### src/hw/rtl/dbd_pkg.sv
// dbd_pkg: shared types, constants and helpers for the detection box decode filter.
// No dependencies; used by every other file in hw/rtl.
package dbd_pkg;

    // network input geometry the anchor layout is built for
    localparam int IMAGE_WIDTH  = 640;
    localparam int IMAGE_HEIGHT = 640;

    // field widths
    localparam int IDX_W     = 14;
    localparam int DAT_W     = 16;
    localparam int FRAME_W   = 13;
    localparam int CFG_IDX_W = 2;
    localparam int NSTG      = 6;

    // grid geometry per scale level (strides 8, 16, 32)
    localparam int GW0 = IMAGE_WIDTH / 8;
    localparam int GW1 = IMAGE_WIDTH / 16;
    localparam int GW2 = IMAGE_WIDTH / 32;
    localparam int GH0 = IMAGE_HEIGHT / 8;
    localparam int GH1 = IMAGE_HEIGHT / 16;
    localparam int GH2 = IMAGE_HEIGHT / 32;
    localparam int BASE1 = GW0 * GH0;
    localparam int BASE2 = BASE1 + GW1 * GH1;
    localparam int TOTAL = BASE2 + GW2 * GH2;

    localparam int C_W    = IDX_W;
    localparam int GRID_W = 8;
    localparam int SH_W   = 3;

    // reciprocal divide: q = (c * RCP) >> RCP_K is exact for c < 2^IDX_W
    localparam int RCP_K = 24;
    localparam int RCP_W = 24;
    localparam int RCP0  = ((1 << RCP_K) + GW0 - 1) / GW0;
    localparam int RCP1  = ((1 << RCP_K) + GW1 - 1) / GW1;
    localparam int RCP2  = ((1 << RCP_K) + GW2 - 1) / GW2;

    // exp approximation
    localparam int EXP_W = 28;
    localparam logic signed [13:0] LOG2E     = 14'sd5909;
    localparam logic [DAT_W-1:0]   POLY_A    = 16'd43047;
    localparam logic [DAT_W-1:0]   POLY_B    = 16'd22489;
    localparam logic [17:0]        EXP_ONE   = 18'd65536;
    localparam logic [EXP_W-1:0]   EXP_MAX   = '1;

    // position widths (units of 2^-16 px)
    localparam int POS_W = 29;
    localparam int SIZE_W = 33;
    localparam int CMP_W = 36;

    typedef logic [NSTG-1:0] t_stage_en;

    typedef enum logic [1:0] {
        LVL_S8   = 2'd0,
        LVL_S16  = 2'd1,
        LVL_S32  = 2'd2,
        LVL_NONE = 2'd3
    } t_level;

    typedef enum logic [CFG_IDX_W-1:0] {
        CFG_SCORE_THR = 2'd0,
        CFG_FRAME_W   = 2'd1,
        CFG_FRAME_H   = 2'd2
    } t_cfg_reg;

    function automatic logic [RCP_W-1:0] f_rcp(input t_level lvl);
        unique case (lvl)
            LVL_S8:  return RCP_W'(RCP0);
            LVL_S16: return RCP_W'(RCP1);
            LVL_S32: return RCP_W'(RCP2);
            default: return '0;
        endcase
    endfunction

    function automatic logic [GRID_W:0] f_grid_w(input t_level lvl);
        unique case (lvl)
            LVL_S8:  return (GRID_W+1)'(GW0);
            LVL_S16: return (GRID_W+1)'(GW1);
            LVL_S32: return (GRID_W+1)'(GW2);
            default: return '0;
        endcase
    endfunction

    function automatic logic [SH_W-1:0] f_stride_sh(input t_level lvl);
        unique case (lvl)
            LVL_S8:  return 3'd3;
            LVL_S16: return 3'd4;
            LVL_S32: return 3'd5;
            default: return 3'd0;
        endcase
    endfunction

    // clip to [0, hi]; hi below zero clips everything to 0
    function automatic logic [POS_W-1:0] f_clamp(input logic signed [CMP_W-1:0] v,
                                                 input logic signed [CMP_W-1:0] hi);
        logic signed [CMP_W-1:0] t;
        t = (v > hi) ? hi : v;
        return (t < 0) ? '0 : POS_W'(t);
    endfunction

    // 2^-16 px to Q12.4, saturating
    function automatic logic [DAT_W-1:0] f_q124(input logic [POS_W-1:0] v);
        logic [POS_W-13:0] r;
        r = v[POS_W-1:12];
        return (r > (POS_W-12)'(16'hFFFF)) ? 16'hFFFF : DAT_W'(r);
    endfunction

endpackage

### src/hw/rtl/dbd_box.sv
// dbd_box: stages 4-6 for one axis, center, edge clipping and Q12.4 output register.
// Depends on dbd_pkg; takes level and cell from dbd_locate and size from dbd_exp.
module dbd_box (
    input  logic                             i_clk,
    input  dbd_pkg::t_stage_en               i_en,
    input  dbd_pkg::t_level                  i_lvl,
    input  logic [dbd_pkg::GRID_W-1:0]       i_cell,
    input  logic signed [dbd_pkg::DAT_W-1:0] i_off,
    input  logic [dbd_pkg::EXP_W-1:0]        i_e,
    input  logic [dbd_pkg::FRAME_W-1:0]      i_frame,
    output logic [dbd_pkg::DAT_W-1:0]        o_pos,
    output logic [dbd_pkg::DAT_W-1:0]        o_size
);
    localparam int CW = dbd_pkg::CMP_W;

    logic signed [17:0]          r_ctr;
    logic [dbd_pkg::SH_W-1:0]    r_sh;
    logic [dbd_pkg::POS_W-1:0]   r_x1;
    logic [dbd_pkg::SIZE_W-1:0]  r_w;

    logic signed [CW-1:0]        n_lim;
    logic signed [34:0]          n_cx;
    logic [dbd_pkg::SIZE_W-1:0]  n_w;
    logic signed [34:0]          n_v;
    logic signed [CW-1:0]        n_s;
    logic [dbd_pkg::POS_W-1:0]   n_x2;

    assign n_lim = ($signed({23'b0, i_frame}) - 36'sd1) <<< 16;

    // stage 4: center in Q8.8 cell units
    always_ff @(posedge i_clk) begin
        if (i_en[3]) begin
            r_ctr <= 18'(i_off) + $signed({2'b0, i_cell, 8'b0});
            r_sh  <= dbd_pkg::f_stride_sh(i_lvl);
        end
    end

    // stage 5: scale by stride, left edge
    always_comb begin
        n_cx = 35'(r_ctr) <<< ({1'b0, r_sh} + 4'd8);
        n_w  = dbd_pkg::SIZE_W'({5'b0, i_e} << r_sh);
        n_v  = n_cx - $signed({3'b0, n_w[dbd_pkg::SIZE_W-1:1]});
    end

    always_ff @(posedge i_clk) begin
        if (i_en[4]) begin
            r_x1 <= dbd_pkg::f_clamp(CW'(n_v), n_lim);
            r_w  <= n_w;
        end
    end

    // stage 6: right edge from the clipped left edge; sum stays below 2^34
    assign n_s  = $signed(CW'(r_x1) + CW'(r_w));
    assign n_x2 = dbd_pkg::f_clamp(n_s, n_lim);

    always_ff @(posedge i_clk) begin
        if (i_en[5]) begin
            o_pos  <= dbd_pkg::f_q124(r_x1);
            o_size <= dbd_pkg::f_q124(n_x2 - r_x1);
        end
    end

endmodule

### config.mk
export PLATFORM = sky130hd
export DESIGN_NAME = dbd_box
export DESIGN_NICKNAME = d
export VERILOG_FILES = /design/src/hw/rtl/dbd_pkg.sv /design/src/hw/rtl/dbd_box.sv
export SDC_FILE = /design/constraint.sdc
export NUM_CORES = 1
export LEC_CHECK = 0
export ABC_AREA = 1
export BUFFER_PORTS_ARGS = -buffer_cell sky130_fd_sc_hd__buf_2
export CAP_MARGIN = 30
export CORE_MARGIN = 2
export CORE_UTILIZATION = 45
export DETAILED_ROUTE_END_ITERATION = 10
export GPL_TIMING_DRIVEN = 1
export PLACE_DENSITY = 0.71
export SLEW_MARGIN = 20
export SYNTH_ARGS = -nofsm -noshare
export SYNTH_HDL_FRONTEND = slang
export SYNTH_SLANG_ARGS = --single-unit
### constraint.sdc
create_clock -name i_clk -period 6.99 [get_ports i_clk]
set_input_delay 1.398 -clock i_clk [delete_from_list [all_inputs] [get_ports i_clk]]
set_output_delay 1.398 -clock i_clk [all_outputs]
set_load 0.005 [all_outputs]
======== Word-level counts from Yosys, hierarchy flattened ========
Index checks and enable logic that the tools add are counted.
storage, ports and cells
  register bits ........................... 115
  output and inout port bits .............. 32
cells by class
  $add $sub $neg .......................... 6
  order comparisons ....................... 6
  equality and inequality tests ........... 2
  shift operators ......................... 2
  mux-type cells .......................... 4
  reduce and logical (&&, ||, !) cells .... 1
operators by type and width
  cell                                                         count
  less-than comparator 36 x 1 -> 1 bit, second input constant  2
  2-to-1 mux 36 bit                                            2
  > comparator 35 x 30 -> 1 bit                                2
  <<< shifter 18 x 4 -> 35 bit                                 1
  subtractor 35 x 33 -> 35 bit                                 1
  adder 29 x 33 -> 34 bit                                      1
  > comparator 17 x 16 -> 1 bit, second input constant         2
  left shift 28 x 3 -> 33 bit                                  1
  2-to-1 mux 29 bit                                            1
  subtractor 29 bit                                            1
  adder 16 x 17 -> 18 bit                                      1
  subtractor 13 x 1 -> 14 bit, second input constant           1
  one-hot mux 3 bit (3 select lines)                           1
  adder 3 x 4 -> 4 bit, second input constant                  1
  == test 2 x 1 -> 1 bit, second input constant                1
  == test 2 bit, second input constant                         1
  zero test 2 bit                                              1

======== Depth between registers and ports, before layout ========
Gate-level depths: netlist (run 1).
  word-level depth ........................ 7
  depth in mapped cells ................... 48

======== Worst setup path after synthesis (run 1) ========
No wires, ideal clock.
  path kind ............................... input-to-reg
  start point ............................. input i_frame[0] (netlist bit)
  end point ............................... register o_size[10] (netlist bit), data pin
  setup time .............................. 255 ps
  data arrival time ....................... 6223 ps
  setup slack ............................. 512 ps
  stages on the path ...................... 32
  path buffers ............................ 3
  path through ............................ inv_1 -> ha_1 -> nand2_1 -> or3_1 -> nor3_1 -> nand3_1 -> nor3_1 -> xnor2_1 -> ha_1 -> a21oi_1 -> o21a_1 -> a21oi_1 -> nor3_1 -> ha_1 -> inv_1 -> nand2_2 -> inv_1 -> clkbuf_1 -> nor2_1 -> inv_1 -> buf_1 -> a21oi_1 -> ha_1 -> a21oi_1 -> inv_1 -> a31oi_1 -> o21ai_0 -> a31oi_1 -> nand3_1 -> nand2_2 -> buf_6 -> nand2_1
on the way
  word-level cells in the longest chain between the ends .. 7
ends and longest elaborated chain
  element                               line            source
  start, declared                       dbd_box.sv:10   input logic [dbd_pkg::FRAME_W-1:0] i_frame,
  subtractor 13 x 1 -> 14 bit *         dbd_box.sv:28   assign n_lim = ($signed({23'b0, i_frame}) - 36'sd1) <<< 16;
  > comparator 35 x 30 -> 1 bit         dbd_pkg.sv:97   t = (v > hi) ? hi : v;
  2-to-1 mux 36 bit *                   dbd_pkg.sv:97
  less-than comparator 36 x 1 -> 1 bit  dbd_pkg.sv:98   return (t < 0) ? '0 : POS_W'(t);
  2-to-1 mux 29 bit *                   dbd_pkg.sv:98
  subtractor 29 bit *                   dbd_box.sv:59   o_size <= dbd_pkg::f_q124(n_x2 - r_x1);
  > comparator 17 x 16 -> 1 bit         dbd_pkg.sv:105  return (r > (POS_W-12)'(16'hFFFF)) ? 16'hFFFF : DAT_W'(r);
  end signal, assigned                  dbd_box.sv:59
  end, declared                         dbd_box.sv:12   output logic [dbd_pkg::DAT_W-1:0] o_size
Every way passes the cells marked *; elsewhere a longest branch is shown, timed or not.
A chain may end at the register's enable or synchronous reset.

======== Worst setup path after layout (run 1) ========
  start point ............................. register r_x1[6] (netlist bit)
  end point ............................... register o_size[7] (netlist bit), data pin
on the way
  word-level cells in the longest chain between the ends .. 7
ends and longest elaborated chain
  element                               line            source
  start, declared                       dbd_box.sv:18   logic [dbd_pkg::POS_W-1:0] r_x1;
  start signal, assigned                dbd_box.sv:47   r_x1 <= dbd_pkg::f_clamp(CW'(n_v), n_lim);
  adder 29 x 33 -> 34 bit               dbd_box.sv:53   assign n_s = $signed(CW'(r_x1) + CW'(r_w));
  > comparator 35 x 30 -> 1 bit         dbd_pkg.sv:97
  2-to-1 mux 36 bit                     dbd_pkg.sv:97
  less-than comparator 36 x 1 -> 1 bit  dbd_pkg.sv:98
  2-to-1 mux 29 bit                     dbd_pkg.sv:98
  subtractor 29 bit *                   dbd_box.sv:59
  > comparator 17 x 16 -> 1 bit         dbd_pkg.sv:105
Marked as above.

==> results of run 1 <==
logic make-up after synthesis:
family / after synthesis / share of synthesized area [%]
buffers and inverters: 313 / 9.73
multiplexers: 7 / 0.561
AND/OR/NAND/NOR: 855 / 28.4
flip-flops: 115 / 27.6
adder cells (fa/ha/maj): 135 / 13.6
AO/OA/AOI/OAI: 336 / 14.9
XOR/XNOR: 73 / 5.12
layout by cell type, fill, tap and decap left out, drive strengths merged, types with 4 or more instances in the layout:
cell type  Yosys  final
nand2        522    522
inv          270    274
nor2         168    168
buf           16    165
o21ai        139    139
ha           133    133
a21oi        133    133
edfxtp       115    115
nand3        101    101
xor2          42     42
xnor2         31     31
nor3          21     21
clkbuf        26     17
o21a          15     15
nand3b        15     15
nand4         13     13
a31oi         11     11
a21o           8      8
clkinv         1      8
a21boi         8      8
mux2i          7      7
o21bai         7      7
or2            6      6
a211oi         4      4
and3           4      4
clkinvlp       0      4
worst reg2reg max path, delay by kind of cell, from the launching register on:
family	cells	cell delay, ns
simple gates	21	2.26
compound gates	10	1.52
fa+ha+maj	3	1.01
buf+inv	6	0.72
flops	1	0.43
xor+xnor	2	0.33
flip-flops by register name, summed over array words and instances, names as in the netlist:
signal,flops
r_w,33
r_sh,3
r_x1,29
r_ctr,18
o_pos,16
o_size,16
Yosys cell counts (3+ instances only):
cell type  instances  area (um2)
o21a_1            15         113
nand3b_1          15         113
a21boi_0           7        52.6
xor2_1            42         368
o21ai_0          126         631
nand2_2            4        25.0
a21oi_1          133         666
inv_1            261         980
o211ai_1           3        22.5
nor2_2             3        18.8
nand2_1          517        1940
nor2_1           164         616
o21ai_1            8        40.0
buf_4              4        30.0
o21ai_2            5        43.8
buf_6              3        33.8
ha_1             133        1660
edfxtp_1         115        3450
a31oi_1           11        68.8
clkbuf_1          26        97.6
a211oi_1           4        30.0
mux2i_1            7        70.1
o221ai_1           3        26.3
buf_1              6        22.5
nand4_1           12        75.1
and3_1             4        25.0
nor3_1            19        95.1
or2_1              4        25.0
inv_2              9        33.8
a21o_1             8        60.1
buf_2              3        15.0
nand3_1           99         495
xnor2_1           31         272
o21bai_1           7        52.6
metal layers:
layer | GRT usage, % | share of wire [%]
met1 | 28.6 | 46
met2 | 41.3 | 48
met3 | 2.96 | 3.4
met4 | 8.73 | 3.1
met5 | 0 | 0
layout make-up:
type / instances / area (um2) / share of cell area [%]
clock buffer: 17 / 425 / 2.97
sequential: 115 / 3450 / 24.1
clock inverter: 15 / 128 / 0.890
inverter: 271 / 1020 / 7.09
tap: 378 / 473 / 3.30
timing repair buffer: 165 / 983 / 6.86
multi-input combinational: 1406 / 7860 / 54.8
through the flow:
stage | worst slack [ns] | utilization [%] | setup TNS, ns | instances
after floorplan | 0.512 | - | 0 | 1834
after global placement | 0.185 | 49.9 | 0 | 2335
after detailed placement | 0.0939 | 49.9 | 0 | 2335
after CTS | 0.00955 | 51.9 | 0 | 2367
after global routing | -0.0100 | 52.1 | -0.0100 | 2367
final | 0.464 | 52.1 | 0 | 2367
where the power goes:
| part | switching, uW | internal [uW] |
|---|---|---|
| Clock | 363 | 462 |
| Combinational | 2290 | 1430 |
| Sequential | 62.8 | 1010 |
worst paths after layout:
check	slack, ns	start	cells after the start	to
worst max-delay path	0.46	r_x1[6]$_SDFFCE_PP0P_	42	o_size[7]$_SDFFCE_PN1P_
worst min-delay path	0.60	r_x1[23]$_SDFFCE_PP0P_	2	o_pos[11]$_SDFFCE_PN1P_
worst max register to register	0.46	r_x1[6]$_SDFFCE_PP0P_	42	o_size[7]$_SDFFCE_PN1P_
worst min register to register	0.60	r_x1[23]$_SDFFCE_PP0P_	2	o_pos[11]$_SDFFCE_PN1P_
==> qor.yml, run 1 <==
drc: 0
syn_area_mm2: 0.0125
cts_root_buf: "clkbuf_16"
ys_warn_count: 0
drtAntennaViolNets: 0
num-fill-cells: 2769
place_area_mm2: 0.0138
setup_viol: 0
numCtsBuffers: 17
crit_fanout: 9
synth_edf_count: 115
cp_slowest_cell: "edfxtp_1"
yosys_register_bits: 115
cp_common_cell: "nand2_1"
routed_wl_mm: 33.6
path_buf_inv: 6
min_period_ns: 6.53
cts_sinks: 115
final_area_mm2: 0.0143
slew_headroom_pct: 48.1
hold_class: "flip-flop to flip-flop"
area_growth_pct: 14.8
cap_violations: 0
nets: 2185
wl_per_cell_um: 14.2
finalPower_uw: 5620
drt_first_pass_iters: 5
worstPathRequired_ns: 7.16
tightestPinTransition_ns: 0.778
hold_buffers: 0
tritoncts: "done"
initial_core_util_pct: 45.4
p_leak_uw: 0.00726
die_area_mm2: 0.0291
antenna_cells: 0
ir_worst_vdd_v: 0.000148
powerDensity_mw_per_mm2: 392
synth_cells: 1834
htreeDepth: 4
io_buffer_count: 102
critPathTopFamily: "simple AND/OR/NAND/NOR gates"
core_area_mm2: 0.0276
place_hpwl_mm: 28.3
drive_gt1_share_pct: 11.8
antenna_found_initial: 0
clk_path_buf_depth: 2
synthArstFlopShare_pct: 0
die_h_um: 171
worstPathArrival_ns: 6.70
status: "complete, no violations"
cts_setup_buffers: 0
avgSynthCellArea_um2: 6.81
timing.final.crit_share_pct: 93.4
syn_nets: 2043
ys_seq_area_share_pct: 27.6
synth-main-ff-cell: "edfxtp_1"
grt_pass1_wl_mm: 53.4
cp-start-kind: "flip-flop"
num_rows: 61
path_clk_slew_ns: 0.07
grt_max_degree: 63
slowest_delay_ns: 0.43
max_freq_ghz: 0.153
drv_slew: 0
finalHoldViolCount: 0
crit_path_end_kind: "flip-flop"
io_pins: 106
hold_slack_ns: 0.598
drt_iter0_drc: 732
finClkSkew_ns: 0.0160
clock_latency_ns: 0.43
grt_pass1_vias: 11365
synth.distinct_cells: 51
overflow: 0
cts_resized: 0
globalplace.congestion: 0.925
worstSetupPathType: "flip-flop to flip-flop"
vias: 12055
groute.usage.overall_pct: 23.2
routed_via_density: 5.09
die_w_um: 171
Note: power is estimated with default switching activity, not from simulation.
==> inputs of run 2 (changes only) <==
==> constraint.sdc (replaced) <==
create_clock -name i_clk -period 6.85 [get_ports i_clk]
set_input_delay 1.37 -clock i_clk [delete_from_list [all_inputs] [get_ports i_clk]]
set_output_delay 1.37 -clock i_clk [all_outputs]
set_load 0.005 [all_outputs]
==> qor.yml, run 2 (synthesized netlist as in run 1, its figures left out) <==
crit_fanout: 6  # was 9
crit_path_end_kind: "flip-flop"  # unchanged
p_clk_share_pct: 14.4  # was 14.7%
finalHoldViolCount: 0  # unchanged
finClkSkew_ns: 0.0159  # was 0.0160 ns
drv_slew: 0  # unchanged
clk_path_buf_depth: 2  # unchanged
slowest_delay_ns: 0.39  # was 0.43 ns
cts_root_buf: "clkbuf_16"  # unchanged
nets: 2216  # was 2,185
globalplace.congestion: 0.956  # was 0.925
comb_power_share_pct: 67.5  # was 66.3%
min_period_ns: 6.52
drc: 0  # unchanged
grt_pass1_wl_mm: 56.1  # was 53.4 mm
vias: 12277  # was 12,055
grt_pass1_vias: 11820  # was 11,365
htreeDepth: 4  # unchanged
p_seq_share_pct: 18.1  # was 19.0%
hold_buffers: 0  # unchanged
hold_class: "flip-flop to flip-flop"  # unchanged
cts_sinks: 115  # unchanged
drt_iter0_drc: 791  # was 732
worstPathRequired_ns: 7.10  # was 7.16 ns
slew_headroom_pct: 48.6  # was 48.1%
grt_max_degree: 63  # unchanged
cp_slowest_cell: "ha_1"  # was edfxtp_1
io_pins: 106  # unchanged
top_register: "r_w"  # unchanged
drtAntennaViolNets: 0  # unchanged
path_clk_slew_ns: 0.06  # was 0.07 ns
p_leak_uw: 0.00742  # was 0.00726 uW
die_h_um: 171  # unchanged
largest_register_ffs: 33  # unchanged
worstSetupPathType: "input port to flip-flop"  # was flip-flop to flip-flop
reg_top3: "r_w (33), r_x1 (29), r_ctr (18)"  # unchanged
final_common_cell: "nand2_1"  # unchanged
fin_util_pct: 53.4  # was 52.1%
p_sw_share_pct: 47.6  # was 48.4%
layout_common_cells: "nand2_1, inv_1, nor2_1"  # unchanged
io_buffer_count: 102  # unchanged
drive_gt1_share_pct: 14.6  # was 11.8%
ir_worst_vdd_v: 0.000199  # was 0.000148 V
area_growth_pct: 17.7  # was 14.8%
clock_latency_ns: 0.43  # about the same
status: "complete, no violations"  # unchanged
cp-start-kind: "input port"  # was flip-flop
worstPathArrival_ns: 6.77  # was 6.70 ns
cap_violations: 0  # unchanged
groute.usage.overall_pct: 24.4  # was 23.2%
routed_wl_mm: 34.9  # was 33.6 mm
die_w_um: 171  # unchanged
wl_per_cell_um: 14.6  # was 14.2 um
antenna_cells: 0  # unchanged
p_int_uw: 3180  # was 2900 uW
tightestPinTransition_ns: 0.771  # was 0.778 ns
netSwitchingPower_uw: 2890  # was 2720 uW
overflow: 0  # unchanged
cp_common_cell: "nand2_1"  # unchanged
setup_ws_ns: 0.331  # was 0.464 ns
setup_viol: 0  # unchanged
max_freq_ghz: 0.153
timing.final.crit_share_pct: 95.2
routed_via_density: 5.12  # was 5.09
core_area_mm2: 0.0276  # unchanged
antenna_found_initial: 0  # unchanged
initial_core_util_pct: 45.4  # unchanged
powerDensity_mw_per_mm2: 412  # was 392 mW/mm2
die_area_mm2: 0.0291  # unchanged
numCtsBuffers: 17  # unchanged
place_hpwl_mm: 29.3  # was 28.3 mm
drt_first_pass_iters: 6  # was 5
place_ws_ns: 0.0406  # was 0.0939 ns
tritoncts: "done"  # unchanged
num_rows: 61  # unchanged
-- run 2: what timing repair did --
item / 4_1_cts / 5_1_grt
hold endpoints to repair: 0 / 0
setup endpoints to repair: 0 / 16
gates resized for setup: 0 / 50
buffers inserted: 0 / 3
-- run 2: stage by stage --
stage | power [uW] | instance area [um2] | instances | setup TNS, ns | hold WS [ns]
finish | 6070 | 14700 | 2398 | 0 | 0.568
global route | 6620 | 14700 | 2398 | -0.978 | 0.642
CTS | 5910 | 14500 | 2395 | 0 | 0.574
detailed placement | 5020 | 14000 | 2363 | 0 | 0.557
global placement | 4970 | 14000 | 2363 | 0 | 0.552
floorplan | 3740 | 12500 | 1834 | 0 | 0.522
-- run 2: final timing paths --
path / to / cells past startpoint / startpoint / slack (ns)
hold reg to reg: o_pos[12]$_SDFFCE_PN1P_ / 2 / r_x1[24]$_SDFFCE_PP0P_ / 0.57
hold / removal: o_pos[12]$_SDFFCE_PN1P_ / 2 / r_x1[24]$_SDFFCE_PP0P_ / 0.57
setup reg to reg: o_size[14]$_SDFFCE_PN1P_ / 39 / r_x1[9]$_SDFFCE_PP0P_ / 0.47
setup / recovery: r_x1[24]$_SDFFCE_PP0P_ / 37 / i_e[8] / 0.33
-- run 2: area by class of cell --
cell class / instances / area (um2)
fillers: 2754 / 12800
well taps: 378 / 473
clock buffers: 18 / 429
flip-flops and latches: 115 / 3450
clock inverters: 14 / 129
repair buffers: 196 / 1240
inverters: 271 / 1020
multi-input cells: 1406 / 7970
-- run 2: worst max-delay path: cells and delay by family --
kind / cells / cell delay (ns)
and+or+nand+nor: 19 / 2.68
AOI/OAI and AO/OA: 7 / 1.19
buffers and inverters: 9 / 0.98
adders and majority gates: 2 / 0.53
-- run 2: power by group through the flow --
stage	sequential [uW]	clock, uW	combinational [uW]
after floorplan	1100	0	2640
after global placement	1110	0	3860
after detailed placement	1110	0	3910
after CTS	1100	878	3930
after global routing	1110	907	4600
final	1100	874	4090
-- run 2: metal layers --
layer,global-route usage (%),vias up,share of wire (%)
li1,-,6395,-
met1,29.9,5510,44
met2,43.7,307,48
met3,3.10,65,4.1
met4,9.14,0,3.2
met5,0,-,0
==> inputs of run 3 (changes only) <==
--- a/config.mk
+++ b/config.mk
@@ -8,11 +8,13 @@
 export ABC_AREA = 1
 export BUFFER_PORTS_ARGS = -buffer_cell sky130_fd_sc_hd__buf_2
 export CAP_MARGIN = 30
+export CELL_PAD_IN_SITES_DETAIL_PLACEMENT = 1
+export CELL_PAD_IN_SITES_GLOBAL_PLACEMENT = 2
 export CORE_MARGIN = 2
-export CORE_UTILIZATION = 45
+export CORE_UTILIZATION = 35
 export DETAILED_ROUTE_END_ITERATION = 10
 export GPL_TIMING_DRIVEN = 1
-export PLACE_DENSITY = 0.71
+export PLACE_DENSITY = 0.91
 export SLEW_MARGIN = 20
 export SYNTH_ARGS = -nofsm -noshare
 export SYNTH_HDL_FRONTEND = slang
==> qor.yml, run 3 (synthesized netlist as in run 1, its figures left out) <==
cts_root_buf: "clkbuf_16"  # unchanged
nets: 2276  # was 2,216
netSwitchingPower_uw: 3100  # was 2890 uW
overflow: 0  # unchanged
initial_core_util_pct: 35.3  # was 45.4%
p_clk_share_pct: 13.6  # was 14.4%
cp-start-kind: "flip-flop"  # was input port
r2r_start: "r_x1[0]$_SDFFCE_PP0P_"  # was r_x1[9]$_SDFFCE_PP0P_
antenna_cells: 0  # unchanged
powerDensity_mw_per_mm2: 421  # was 412 mW/mm2
htreeDepth: 4  # unchanged
clock_latency_ns: 0.45  # was 0.43 ns
cp_slowest_cell: "edfxtp_1"  # was ha_1
routed_via_density: 5.02  # was 5.12
finClkSkew_ns: 0.00959  # was 0.0159 ns
worst_hold_path.num_cells: 2  # unchanged
holdPathEnd: "o_pos[4]$_SDFFCE_PN1P_"  # was o_pos[12]$_SDFFCE_PN1P_
grt_pass1_vias: 13283  # was 11,820
finalPower_uw: 6530  # was 6070 uW
reg_top3: "r_w (33), r_x1 (29), r_ctr (18)"  # unchanged
drv_slew: 0  # unchanged
largest_register_ffs: 33  # unchanged
worstPathRequired_ns: 7.04  # was 7.10 ns
drtAntennaViolNets: 0  # unchanged
drt_iter0_drc: 376  # was 791
min_period_ns: 6.39  # was 6.52 ns
antenna_found_initial: 0  # unchanged
drt_first_pass_iters: 7  # was 6
die_h_um: 193  # was 171 um
ir_worst_vdd_v: 0.000375  # was 0.000199 V
rsz0062_at_grt: "true"
timing.final.crit_share_pct: 93.3  # was 95.2%
p_seq_share_pct: 16.9  # was 18.1%
slowest_delay_ns: 0.39  # about the same
slew_headroom_pct: 48.4  # was 48.6%
min-delay-start: "r_x1[16]$_SDFFCE_PP0P_"  # was r_x1[24]$_SDFFCE_PP0P_
grt_pass1_wl_mm: 65.5  # was 56.1 mm
setup_ws_ns: 0.458  # was 0.331 ns
cts_sinks: 115  # unchanged
place_hpwl_mm: 35.2  # was 29.3 mm
place_inst: 2503  # was 2,363
cap_violations: 0  # unchanged
p_int_uw: 3430  # was 3180 uW
path_clk_slew_ns: 0.06  # about the same
r2r_end: "o_size[15]$_SDFFCE_PN1P_"  # was o_size[14]$_SDFFCE_PN1P_
num_rows: 69  # was 61
crit_path_end_kind: "flip-flop"  # unchanged
finalHoldViolCount: 0  # unchanged
tritoncts: "done"  # unchanged
routed_wl_mm: 41.5  # was 34.9 mm
worstSetupPathType: "flip-flop to flip-flop"  # was input port to flip-flop
hold_class: "flip-flop to flip-flop"  # unchanged
io_buffer_count: 102  # unchanged
status: "complete, no violations"  # unchanged
numCtsBuffers: 17  # unchanged
area_growth_pct: 24.0  # was 17.7%
cp_common_cell: "nand2_1"  # unchanged
groute.usage.overall_pct: 22.5  # was 24.4%
max_freq_ghz: 0.156  # was 0.153 GHz
final_common_cell: "nand2_1"  # unchanged
io_pins: 106  # unchanged
drc: 0  # unchanged
clk_path_buf_depth: 2  # unchanged
drive_gt1_share_pct: 18.2  # was 14.6%
layout_common_cells: "nand2_1, inv_1, nor2_1"  # unchanged
p_sw_share_pct: 47.5  # was 47.6%
p_leak_uw: 0.00776  # was 0.00742 uW
hold_buffers: 0  # unchanged
startpoint: "r_x1[0]$_SDFFCE_PP0P_"  # was i_e[8]
tightestPinTransition_ns: 0.775  # was 0.771 ns
worstPathArrival_ns: 6.59  # was 6.77 ns
setup_viol: 0  # unchanged
r2r_slack_ns: 0.46  # was 0.47 ns
ff2ff_path_depth: 47  # was 39
comb_power_share_pct: 69.5  # was 67.5%
place_ws_ns: -0.164  # was 0.0406 ns
die_w_um: 193  # was 171 um
die_area_mm2: 0.0372  # was 0.0291 mm2
final_cells: 2541  # was 2,398
wl_per_cell_um: 16.3  # was 14.6 um
core_area_mm2: 0.0354  # was 0.0276 mm2
globalplace.congestion: 0.911  # was 0.956
grt_max_degree: 63  # unchanged
top_register: "r_w"  # unchanged
vias: 12755  # was 12,277
crit_fanout: 16  # was 6
run 3: layout make-up:
class                   instances  area, um2
repair buffers                256       1730
flip-flops and latches        115       3450
multi-input cells            1406       8150
well taps                     461        577
clock inverters                15        143
inverters                     271       1020
clock buffers                  17        425
fillers                      4594      19900
run 3: power by group through the flow:
| stage | Clock, uW | Combinational, uW | Sequential (uW) |
|---|---|---|---|
| after floorplan | 0 | 2640 | 1100 |
| after global placement | 0 | 4190 | 1100 |
| final | 891 | 4530 | 1100 |
| after detailed placement | 0 | 4330 | 1120 |
| after global routing | 932 | 5080 | 1120 |
| after CTS | 907 | 4360 | 1100 |
run 3: layer usage:
| layer | routed length [um] | track usage (%) | vias up |
|---|---|---|---|
| li1 | - | - | 6496 |
| met3 | 956 | 2.44 | 58 |
| met1 | 17900 | 26.3 | 6020 |
| met2 | 21600 | 42.2 | 181 |
| met5 | 0 | 0 | - |
| met4 | 1040 | 8.25 | 0 |
run 3: repair_timing:
action,CTS,global route
endpoints found under the setup margin,16,34
gates resized for setup,2,74
pin swaps,0,16
setup buffers,0,6
run 3: metrics by stage:
step | setup TNS, ns | area, um2 | hold WS (ns) | utilization, %
2_1_floorplan | 0 | 12500 | 0.522 | -
3_3_place_gp | 0 | 14600 | 0.603 | 41.1
3_5_place_dp | -3.23 | 14600 | 0.606 | 41.1
4_1_cts | 0 | 15100 | 0.622 | 42.7
5_1_grt | -0.472 | 15500 | 0.660 | 43.8
6_report | 0 | 15500 | 0.620 | 43.8
run 3: critical path, delay by kind of cell, from the launching register on:
| family | cells | cell delay, ns |
|---|---|---|
| compound gates | 10 | 1.25 |
| flops | 1 | 0.39 |
| fa+ha+maj | 5 | 1.32 |
| simple gates | 21 | 1.93 |
| buf+inv | 10 | 1.02 |
| xor+xnor | 1 | 0.18 |
run 3: worst max-delay path by stage:
stage / end / slack, ns / cells after the start
after CTS: o_size[15]$_SDFFCE_PN1P_ / 0.02 / 45
after global placement: r_x1[24]$_SDFFCE_PP0P_ / 0.009 / 35
final: o_size[15]$_SDFFCE_PN1P_ / 0.46 / 47
after detailed placement: o_size[15]$_SDFFCE_PN1P_ / -0.16 / 37
after floorplan: o_size[10]$_SDFFCE_PN1P_ / 0.40 / 32
after global routing: o_size[9]$_SDFFCE_PN1P_ / -0.05 / 41
